[config.mk]
export PLATFORM = sky130hd
export DESIGN_NAME = hilbert_tile_index_flat
export DESIGN_NICKNAME = d
export VERILOG_FILES = /design/src/rtl/hti_pkg.sv /design/src/rtl/hti_req_if.sv /design/src/rtl/hti_res_if.sv /design/src/rtl/hilbert_tile_index.sv /design/src/flat_wrapper.sv
export SDC_FILE = /design/constraint.sdc
export NUM_CORES = 2
export LEC_CHECK = 0
export ABC_CLOCK_PERIOD_IN_PS = 25700
export BUFFER_PORTS_ARGS = -buffer_cell sky130_fd_sc_hd__buf_2
export CAP_MARGIN = 40
export CORE_UTILIZATION = 50
export DETAILED_ROUTE_END_ITERATION = 12
export PLACE_DENSITY = 0.74
export REMOVE_ABC_BUFFERS = 1
export SLEW_MARGIN = 25
export SYNTH_ARGS = -nofsm -noshare
export SYNTH_HDL_FRONTEND = slang
export SYNTH_SLANG_ARGS = --single-unit
[constraint.sdc]
create_clock -name clk -period 25.7 [get_ports clk]
set_clock_uncertainty 0.15 [all_clocks]
set_input_delay 3.855 -clock clk [delete_from_list [all_inputs] [get_ports clk]]
set_output_delay 3.855 -clock clk [all_outputs]
set_load 0.03 [all_outputs]
[src/rtl/hti_pkg.sv]
// ----------------------------------------------------------------------------
// hti_pkg
// Shared widths and defaults for the Hilbert tile index block.
// ----------------------------------------------------------------------------
package hti_pkg;

	localparam int ZOOM_W         = 8;
	localparam int COORD_W        = 32;
	localparam int TNUM_W         = 63;
	localparam int ZOOM_LIMIT_DEF = 31;

endpackage

[src/rtl/hti_req_if.sv]
// ----------------------------------------------------------------------------
// hti_req_if
// Request channel: zoom level and tile column and row, valid/ready handshake.
// ----------------------------------------------------------------------------
interface hti_req_if;
	import hti_pkg::*;

	logic               valid;
	logic               ready;
	logic [ZOOM_W-1:0]  zoom;
	logic [COORD_W-1:0] tile_x;
	logic [COORD_W-1:0] tile_y;

	modport source (output valid, output zoom, output tile_x, output tile_y, input ready);
	modport sink   (input valid, input zoom, input tile_x, input tile_y, output ready);

endinterface

[src/rtl/hti_res_if.sv]
// ----------------------------------------------------------------------------
// hti_res_if
// Result channel: range flag and tile number, valid/ready handshake.
// ----------------------------------------------------------------------------
interface hti_res_if;
	import hti_pkg::*;

	logic              valid;
	logic              ready;
	logic              valid_res;
	logic [TNUM_W-1:0] tile_number;

	modport source (output valid, output valid_res, output tile_number, input ready);
	modport sink   (input valid, input valid_res, input tile_number, output ready);

endinterface

[src/rtl/hilbert_tile_index.sv]
// ----------------------------------------------------------------------------
// hilbert_tile_index
// Map tile number from zoom level and tile column/row along a Hilbert curve.
// ----------------------------------------------------------------------------
// The block turns a zoom level and a tile column and row into one tile
// number: the count of all tiles at lower zoom levels, (4^zoom-1)/3, plus the
// position of the tile along a Hilbert curve over the 2^zoom by 2^zoom grid.
// A zoom above ZOOM_LIMIT, or a column or row at or beyond 2^zoom, returns
// valid_res = 0 and tile_number = 0. The block takes one request per clock
// cycle while the output stage is free or its result is taken, and presents
// results in order. The six-stage register chain carries each request: it
// lands in the first stage at the edge that takes it and moves on through
// a range check stage, four stages that each walk about a quarter of the
// ZOOM_LIMIT bit levels, and a final stage that adds the pyramid offset.
// When the result is not taken, every stage holds and the request port drops
// ready, so nothing is lost or repeated.
// ----------------------------------------------------------------------------
module hilbert_tile_index #(
	parameter int ZOOM_LIMIT = hti_pkg::ZOOM_LIMIT_DEF
) (
	input  logic      clk,
	input  logic      arst_n,
	hti_req_if.sink   req,
	hti_res_if.source res
);
	import hti_pkg::*;

	localparam int MZ  = ZOOM_LIMIT;
	localparam int HW  = 2 * ZOOM_LIMIT;      // Hilbert index width
	localparam int LPS = (ZOOM_LIMIT + 3) / 4; // bit levels per stage

	// Coordinates still to walk and the Hilbert digits collected so far.
	typedef struct packed {
		logic [MZ-1:0] x;
		logic [MZ-1:0] y;
		logic [HW-1:0] h;
	} lvl_t;

	// Walk LPS bit levels downward from bit top. Each level writes the
	// quadrant digit {qx, qx^qy}; a bottom-row quadrant swaps the coordinates,
	// reflecting them first on the right side. Bits above the level are used
	// up already, so inverting the whole word is the same as the reflection.
	function automatic lvl_t run_levels(input lvl_t s_in, input int top);
		lvl_t          s;
		logic          qx;
		logic          qy;
		logic [MZ-1:0] t;
		int            b;
		s = s_in;
		for (int j = 0; j < LPS; j++) begin
			b = top - j;
			if (b >= 0) begin
				qx = s.x[b];
				qy = s.y[b];
				s.h[2*b+1] = qx;
				s.h[2*b]   = qx ^ qy;
				if (!qy) begin
					if (qx) begin
						s.x = ~s.x;
						s.y = ~s.y;
					end
					t   = s.x;
					s.x = s.y;
					s.y = t;
				end
			end
		end
		return s;
	endfunction

	logic              v_s1, v_s2, v_s3, v_s4, v_s5, v_s6;
	logic              vr_s1, vr_s2, vr_s3, vr_s4, vr_s5, vr_s6;

	// Pipeline control: every stage moves when the output stage is free
	// or its result is being taken.
	logic adv;
	assign adv       = !v_s6 || res.ready;
	assign req.ready = adv;

	// Stage 1: range check, pre-swap and pyramid offset.
	// The walk always covers ZOOM_LIMIT levels; the unused top levels see zero
	// bits and only swap, so pre-swap when their count is odd.
	logic          ok_c;
	logic          sw_c;
	logic [HW-1:0] off_c;
	lvl_t          lvl_c;

	always_comb begin
		ok_c = (req.zoom <= ZOOM_W'(ZOOM_LIMIT))
			&& ((req.tile_x >> req.zoom) == '0)
			&& ((req.tile_y >> req.zoom) == '0);
		sw_c = 1'(ZOOM_LIMIT % 2) ^ req.zoom[0];
		off_c = '0;
		for (int j = 0; j < MZ; j++) begin
			off_c[2*j] = (req.zoom > ZOOM_W'(j));
		end
		lvl_c.h = '0;
		if (sw_c) begin
			lvl_c.x = req.tile_y[MZ-1:0];
			lvl_c.y = req.tile_x[MZ-1:0];
		end else begin
			lvl_c.x = req.tile_x[MZ-1:0];
			lvl_c.y = req.tile_y[MZ-1:0];
		end
	end

	logic [HW-1:0]     off_s1, off_s2, off_s3, off_s4, off_s5;
	lvl_t              lvl_s1, lvl_s2, lvl_s3, lvl_s4, lvl_s5;
	logic [TNUM_W-1:0] tn_s6;
	logic [HW:0]       sum_c;

	assign sum_c = {1'b0, off_s5} + {1'b0, lvl_s5.h};

	// Valid bits of every stage.
	always_ff @(posedge clk or negedge arst_n) begin
		if (!arst_n) begin
			v_s1 <= 1'b0;
			v_s2 <= 1'b0;
			v_s3 <= 1'b0;
			v_s4 <= 1'b0;
			v_s5 <= 1'b0;
			v_s6 <= 1'b0;
		end else if (adv) begin
			v_s1 <= req.valid;
			v_s2 <= v_s1;
			v_s3 <= v_s2;
			v_s4 <= v_s3;
			v_s5 <= v_s4;
			v_s6 <= v_s5;
		end
	end

	// Payload of every stage; hold while stalled.
	always_ff @(posedge clk) begin
		if (adv) begin
			vr_s1  <= ok_c;
			off_s1 <= off_c;
			lvl_s1 <= lvl_c;

			vr_s2  <= vr_s1;
			off_s2 <= off_s1;
			lvl_s2 <= run_levels(lvl_s1, MZ - 1);

			vr_s3  <= vr_s2;
			off_s3 <= off_s2;
			lvl_s3 <= run_levels(lvl_s2, MZ - 1 - LPS);

			vr_s4  <= vr_s3;
			off_s4 <= off_s3;
			lvl_s4 <= run_levels(lvl_s3, MZ - 1 - 2 * LPS);

			vr_s5  <= vr_s4;
			off_s5 <= off_s4;
			lvl_s5 <= run_levels(lvl_s4, MZ - 1 - 3 * LPS);

			vr_s6  <= vr_s5;
			tn_s6  <= vr_s5 ? TNUM_W'(sum_c) : '0;
		end
	end

	assign res.valid       = v_s6;
	assign res.valid_res   = vr_s6;
	assign res.tile_number = tn_s6;

	// A stalled stage keeps its item and its data.
	ap_stall_hold: assert property (@(posedge clk) disable iff (!arst_n)
		(!adv && v_s3) |=> (v_s3 && $stable(lvl_s3) && $stable(off_s3)))
		else $error("stage 3 changed while stalled");

	// An advancing last walk stage lands in the output stage.
	ap_advance: assert property (@(posedge clk) disable iff (!arst_n)
		(adv && v_s5) |=> v_s6)
		else $error("item lost between stage 5 and output");

	// After the walk, the Hilbert index stays below 4^zoom = 3*offset + 1.
	ap_index_range: assert property (@(posedge clk) disable iff (!arst_n)
		(v_s5 && vr_s5) |-> ({1'b0, lvl_s5.h} <= ({off_s5, 1'b0} + {1'b0, off_s5})))
		else $error("Hilbert index beyond grid size");

	// An out-of-range request carries no Hilbert digits or offset bits that leak.
	ap_invalid_zero: assert property (@(posedge clk) disable iff (!arst_n)
		(adv && v_s5 && !vr_s5) |=> (tn_s6 == '0))
		else $error("invalid request gave nonzero tile number");

endmodule
[src/flat_wrapper.sv]
// flat-port wrapper written by rule: the top's interface ports become plain ports
module hilbert_tile_index_flat import hti_pkg::*;
#(
	parameter int ZOOM_LIMIT = hti_pkg::ZOOM_LIMIT_DEF
)
  (clk, arst_n, req_valid, req_zoom, req_tile_x, req_tile_y, req_ready, res_valid, res_valid_res, res_tile_number, res_ready);
  hti_req_if req_i ();
  hti_res_if res_i ();
  input  logic clk;
  input  logic arst_n;
  input wire logic [$bits(req_i.valid)-1:0] req_valid;
  input wire logic [$bits(req_i.zoom)-1:0] req_zoom;
  input wire logic [$bits(req_i.tile_x)-1:0] req_tile_x;
  input wire logic [$bits(req_i.tile_y)-1:0] req_tile_y;
  output wire logic [$bits(req_i.ready)-1:0] req_ready;
  output wire logic [$bits(res_i.valid)-1:0] res_valid;
  output wire logic [$bits(res_i.valid_res)-1:0] res_valid_res;
  output wire logic [$bits(res_i.tile_number)-1:0] res_tile_number;
  input wire logic [$bits(res_i.ready)-1:0] res_ready;
  assign req_i.valid = req_valid;
  assign req_i.zoom = req_zoom;
  assign req_i.tile_x = req_tile_x;
  assign req_i.tile_y = req_tile_y;
  assign req_ready = req_i.ready;
  assign res_valid = res_i.valid;
  assign res_valid_res = res_i.valid_res;
  assign res_tile_number = res_i.tile_number;
  assign res_i.ready = res_ready;
  hilbert_tile_index #(.ZOOM_LIMIT(ZOOM_LIMIT)) u_core (.clk(clk), .arst_n(arst_n), .req(req_i), .res(res_i));
endmodule
# [Word-level counts from Yosys, hierarchy flattened]
# Cells that the tools add are included.
[totals] ff_bits=636 latchBits=0 ramBits=0 rom_bits=0 input_bits=76 out_inout_bits=66 wordCells=253 mem_count=0
[op_classes] add_sub_neg=1 mul=0 div=0 order_cmp=32 eq_ne=0 shifts=2 n_mux=88 n_bitwise=91 n_reduce_logical=6
[op_table] cell="$mux W62" count=85
[op_table] cell="$not A31 Y31" count=60
[op_table] cell="$gt A8 B5 Y1 const B" count=15
[op_table] cell="$gt A8 B4 Y1 const B" count=8
[op_table] cell="$logic_not A32 Y1" count=2
[op_table] cell="$mux W32" count=2
[op_table] cell="$mux W64" count=1
[op_table] cell="$shr A32 B8 Y32" count=2
[op_table] cell="$add A61 B62 Y63" count=1
[op_table] cell="$gt A8 B3 Y1 const B" count=4
[op_table] cell="$xor A1 B1 Y1" count=31
[op_table] cell="$gt A8 B1 Y1 const B" count=2
[op_table] cell="$gt A8 B2 Y1 const B" count=2
[op_table] cell="$le A8 B5 Y1 const B" count=1
[op_table] cell="$logic_and A1 B1 Y1" count=2
[op_table] cell="$logic_not A1 Y1" count=1
[op_table] cell="$logic_or A1 B1 Y1" count=1

# [Logic depth before layout (Yosys ltp)]
[depth] depth_word=31 ltp_mapped=28

# [Worst setup path before layout]
# OpenSTA, ideal clock, no wires.
[synth_timing] path_kind="input to output" start="input res_ready" end="output req_ready" t_arrival_ns=18.759 required_time_ns=21.695 slack_ns=2.936 stages=2 n_path_buf=1 path_cell_list="nand2b_1 > clkbuf_1"
[synth_via] elab_chain_cells=1
[synth_rtl] item="start, declared" line_no="flat_wrapper.sv:19" source="input wire logic [$bits(res_i.ready)-1:0] res_ready;"
[synth_rtl] item="$logic_or A1 B1 Y1" line_no="hilbert_tile_index.sv:77" source="assign adv = !v_s6 || res.ready;"
[synth_rtl] item="end, declared" line_no="flat_wrapper.sv:15" source="output wire logic [$bits(req_i.ready)-1:0] req_ready;"
# Every way passes these cells.

# [Final worst setup path]
[layout_timing] start="register u_core.lvl_s1[91] (netlist bit)" end="register u_core.lvl_s2[105] (netlist bit), data pin"
[layout_via] elab_chain_cells=30
[layout_rtl] item="start, declared" line_no="hilbert_tile_index.sv:108" source="lvl_t lvl_s1, lvl_s2, lvl_s3, lvl_s4, lvl_s5;"
[layout_rtl] item="start signal, assigned" line_no="hilbert_tile_index.sv:138" source="lvl_s1 <= lvl_c;"
[layout_rtl] item="$not A31 Y31" line_no="hilbert_tile_index.sv:60" source="s.y = ~s.y;"
[layout_rtl] item="$mux W62" line_no="hilbert_tile_index.sv:58" source="if (qx) begin"
[layout_rtl] item="$mux W62 *" line_no="hilbert_tile_index.sv:57" source="if (!qy) begin"
[layout_rtl] item="$mux W64 *" line_no="hilbert_tile_index.sv:135" source="if (adv) begin"
[layout_rtl] item="$mux W62" line_no="hilbert_tile_index.sv:58"
[layout_rtl] item="$mux W62 *" line_no="hilbert_tile_index.sv:57"
[layout_rtl] item="$mux W62 *" line_no="hilbert_tile_index.sv:135"
[layout_rtl] item="$not A31 Y31" line_no="hilbert_tile_index.sv:59" source="s.x = ~s.x;"
[layout_rtl] item="[... 14 more ...]"
[layout_rtl] item="$mux W62 *" line_no="hilbert_tile_index.sv:135"
[layout_rtl] item="$not A31 Y31" line_no="hilbert_tile_index.sv:59"
[layout_rtl] item="$mux W62" line_no="hilbert_tile_index.sv:58"
[layout_rtl] item="$mux W62 *" line_no="hilbert_tile_index.sv:57"
[layout_rtl] item="$mux W62 *" line_no="hilbert_tile_index.sv:135"
[layout_rtl] item="$not A31 Y31" line_no="hilbert_tile_index.sv:60"
[layout_rtl] item="$mux W62" line_no="hilbert_tile_index.sv:58"
[layout_rtl] item="$mux W62 *" line_no="hilbert_tile_index.sv:57"
[layout_rtl] item="end signal, assigned" line_no="hilbert_tile_index.sv:142" source="lvl_s2 <= run_levels(lvl_s1, MZ - 1);"
[layout_rtl] item="end, declared" line_no="hilbert_tile_index.sv:108"
# Every way passes the cells marked *; elsewhere a longest branch is shown, timed or not. The select of a mux whose other input is x is not followed.
# A chain may end at the register's enable or synchronous reset.

==> reports/qor.txt <==
outcome: finished clean
initial antenna violation count: 0
CP dominant cell by count: buf_4
Slew @ Worst Pin: 1.02 ns
vias post-DR: 40.5k
RePlAce Congestion: 0.964
die width: 307 um
setup tns final: 0 ns
Remaining DRCs: 0
number of synthesized register bits: 540
wire length per cell: 20.1 um
EDFF count, synth: 534
number of gates resized after cts: 0
sequential area share after synthesis: 34.8%
I/O Buffers: 141
cells after synthesis: 5295
post-synthesis mux area share: 4.26%
leading area contributor after synthesis: edfxtp_1
Critical path buffers and inverters: 10
Global Route Usage Sum: 26.4%
pin count of the biggest net entering global routing: 175
Worst Setup Path Type: reg2reg
nets: 5261
startpoint types: flop
Hold Crit Start: u_core.off_s4[26]$_DFFE_PP_
Worst-path clk slew: 0.06 ns
io pins: 142
DP Wirelength: 91500 um
Die ar.: 94300 sq um
slew margin rel.: 32.2%
maxcap violations: 0
post-CTS setup buffers: 0
ratio of cells with drive above 1 in the final layout: 10.9%
Synth Area in Compound Gates: 24.8%
unrepaired setup endpoints after global routing: no
Synth top area share: 34.5%
met1 usage: 34.5%
r2r worst-path depth: 25
CTS Hold Buffers Added: 0
Post-DP Area: 47900 sq um
clk buf depth: 3
adder-cell share of the synthesized area: 0.860%
ys flop type: edfxtp_1
Yosys Warn Count: 0
Achievable Freq: 0.106 GHz
final setup vio count: 0
main combinational cell family by area after synthesis: compound AO/OA/AOI/OAI gates
met3 global-route usage: 2.73%
most crowded layer after global routing: met2
Rows: 111
starting density of the core: 50.6%
Crit path largest cell delay: 0.58 ns
CP max FO: 76
gr ovfl total: 0
Slew Limit Fails: 0
worst path required time: 25.90 ns
Crit path arrival time: 9.62 ns
most frequent cells in the layout: 651 x nand2_1, 534 x edfxtp_1, 507 x xnor2_1
Crit path max-delay family: buffers and inverters
reg-to-reg endpoint: u_core.lvl_s2[105]$_DFFE_PP_
post-route cell area: 50000 sq um
Hold Crit Depth: 0
H-tree depth: 2
Worst path slowest cell: buf_4
First DRT Iteration DRCs: 4821
fin crit share: 36.7%
reg-to-reg slack, setup: 16.27 ns
first-pass GRT wire length: 202000 um
CTS buffer count: 57
Final ANT Viol Nets: 0
hold worst-path end: u_core.off_s5[26]$_DFFE_PP_
most common library cell in the layout ignoring fill and taps: nand2_1
Post-Synth Simple-Gate Area: 14.9%
area growth from synthesis to layout: 7.55%
R2R Path Start: u_core.lvl_s1[91]$_DFFE_PP_
HP Class: reg2reg
grt met2 use: 44.8%
worst-skew pair later-pin latency: 0.66 ns
Tmin final: 9.43 ns
die height: 307 um
syn_area_per_cell: 8.79 sq um
Area contributors post-synth: edfxtp_1 34%, xnor2_1 9.5%, nand2_1 5.3%
Detailed Routing Iterations Pass 1: 7
root buf cell: clkbuf_16
via density per instance: 6.29
Synth async-reset ratio: 1.11%
Final Hold Viols: 0
synth unique cells: 119
Netlist Area Pre-Place: 46500 sq um
clk sinks: 540
Post-Route WL: 130000 um
Synth Area in XOR/XNOR: 15.4%
vias in the first global route: 36.1k
core area: 91900 sq um
Worst Setup End Kind: flop
number of fillers in the final layout: 8072
CTS tree: yes
-- how the worst max path moves through the flow --
| stage | from | slack [ns] | to | cells past startpoint |
|---|---|---|---|---|
| 3_5_place_dp | u_core.lvl_s1[91]$_DFFE_PP_ | 16.13 | u_core.lvl_s2[105]$_DFFE_PP_ | 21 |
| 3_3_place_gp | u_core.lvl_s1[91]$_DFFE_PP_ | 16.42 | u_core.lvl_s2[105]$_DFFE_PP_ | 21 |
| 4_1_cts | u_core.lvl_s1[91]$_DFFE_PP_ | 16.04 | u_core.lvl_s2[66]$_DFFE_PP_ | 20 |
| 2_1_floorplan | res_ready | 4.78 | req_ready | 1 |
| 6_report | u_core.lvl_s1[91]$_DFFE_PP_ | 16.27 | u_core.lvl_s2[105]$_DFFE_PP_ | 25 |
| 5_1_grt | u_core.lvl_s1[91]$_DFFE_PP_ | 15.82 | u_core.lvl_s2[105]$_DFFE_PP_ | 25 |
-- synth_stat cells (all sizes together), types with 14 or more instances --
cell type  instances
o31a              16
o221a             14
mux2              37
o22ai            118
a211oi            73
nand2            653
xor2             272
nor2b             30
or3               30
edfxtp           534
o211ai            80
nand2b            61
o221ai           115
nand3             97
and2              69
ha                32
a21oi            279
a311oi            38
and3              36
nor2             331
o21ai            463
a221o             21
a211o             26
mux2i             97
a221oi            53
o21a              21
nand4             21
o31ai             38
a31o              20
nor3b             15
a22oi             45
nor3              83
clkbuf           303
xnor2            513
a31oi             76
inv               75
buf              169
o311ai            20
a22o              49
nor4              22
a21o              19
or2               21
mux4              25
o22a              21
-- stage by stage --
step | utilization [%] | hold slack [ns] | cells | worst slack [ns]
3_3_place_gp | 51.9 | 0.250 | 6306 | 16.42
2_1_floorplan | - | 0.250 | 4823 | 4.78
4_1_cts | 54.1 | 0.210 | 6421 | 16.04
3_5_place_dp | 52.1 | 0.255 | 6318 | 16.13
6_report | 54.4 | 0.223 | 6441 | 16.27
5_1_grt | 54.4 | 0.235 | 6440 | 15.82
-- worst reg2reg max path: stages (launching register included) --
cell      delay, ns
edfxtp_1       0.36
buf_4          0.20
buf_16         0.23
buf_4          0.38
o211ai_1       0.37
and3_2         0.23
buf_4          0.51
inv_2          0.48
o31ai_1        0.47
a32oi_1        0.25
buf_2          0.28
nor2_2         0.09
buf_4          0.37
a41oi_1        0.23
a32o_1         0.28
buf_4          0.26
nor4_1         0.52
or3_2          0.22
buf_4          0.58
and2_1         0.62
mux2i_4        0.17
a21oi_2        0.47
or2_1          0.48
buf_4          0.50
nor2_1         0.11
o32a_1         0.31
-- per-layer routing --
layer / up-vias / share of wire, %
li1: 19400 / -
met1: 19300 / 42
met2: 1574 / 48
met3: 289 / 5.8
met4: 0 / 4.1
met5: - / 0
-- state kept, by name, summed over array words and instances (netlist names), 31 cells and up --
register / count
u_core.res.tile_number: 63
u_core.lvl_s2: 62
u_core.off_s3: 31
u_core.lvl_s4: 62
u_core.lvl_s5: 62
u_core.off_s1: 31
u_core.off_s4: 31
u_core.off_s5: 31
u_core.off_s2: 31
u_core.lvl_s1: 62
u_core.lvl_s3: 62
-- area by class of cell --
cell class	instances	area, sq um	area share (%)
multi-input combinational	4205	28200	56.4
sequential	540	16200	32.3
clock inverter	39	412	0.823
tap	1243	1560	3.11
inverter	78	300	0.600
antenna	1	2.50	0.00500
timing repair buffer	271	1910	3.81
clock buffer	64	1450	2.90
-- cell families (layout without fill, tap and decap cells) --
group                    after synthesis  in the layout
adder cells (fa/ha/maj)               32             32
XOR/XNOR                             795            795
AND/OR/NAND/NOR                     1512           1512
buffers and inverters                550            452
flip-flops                           540            540
AO/OA/AOI/OAI                       1707           1707
multiplexers                         159            159
other                                  0              1
Power is not shown: default switching activity piles up to over one toggle a cycle in this logic, so the estimate is an artifact.
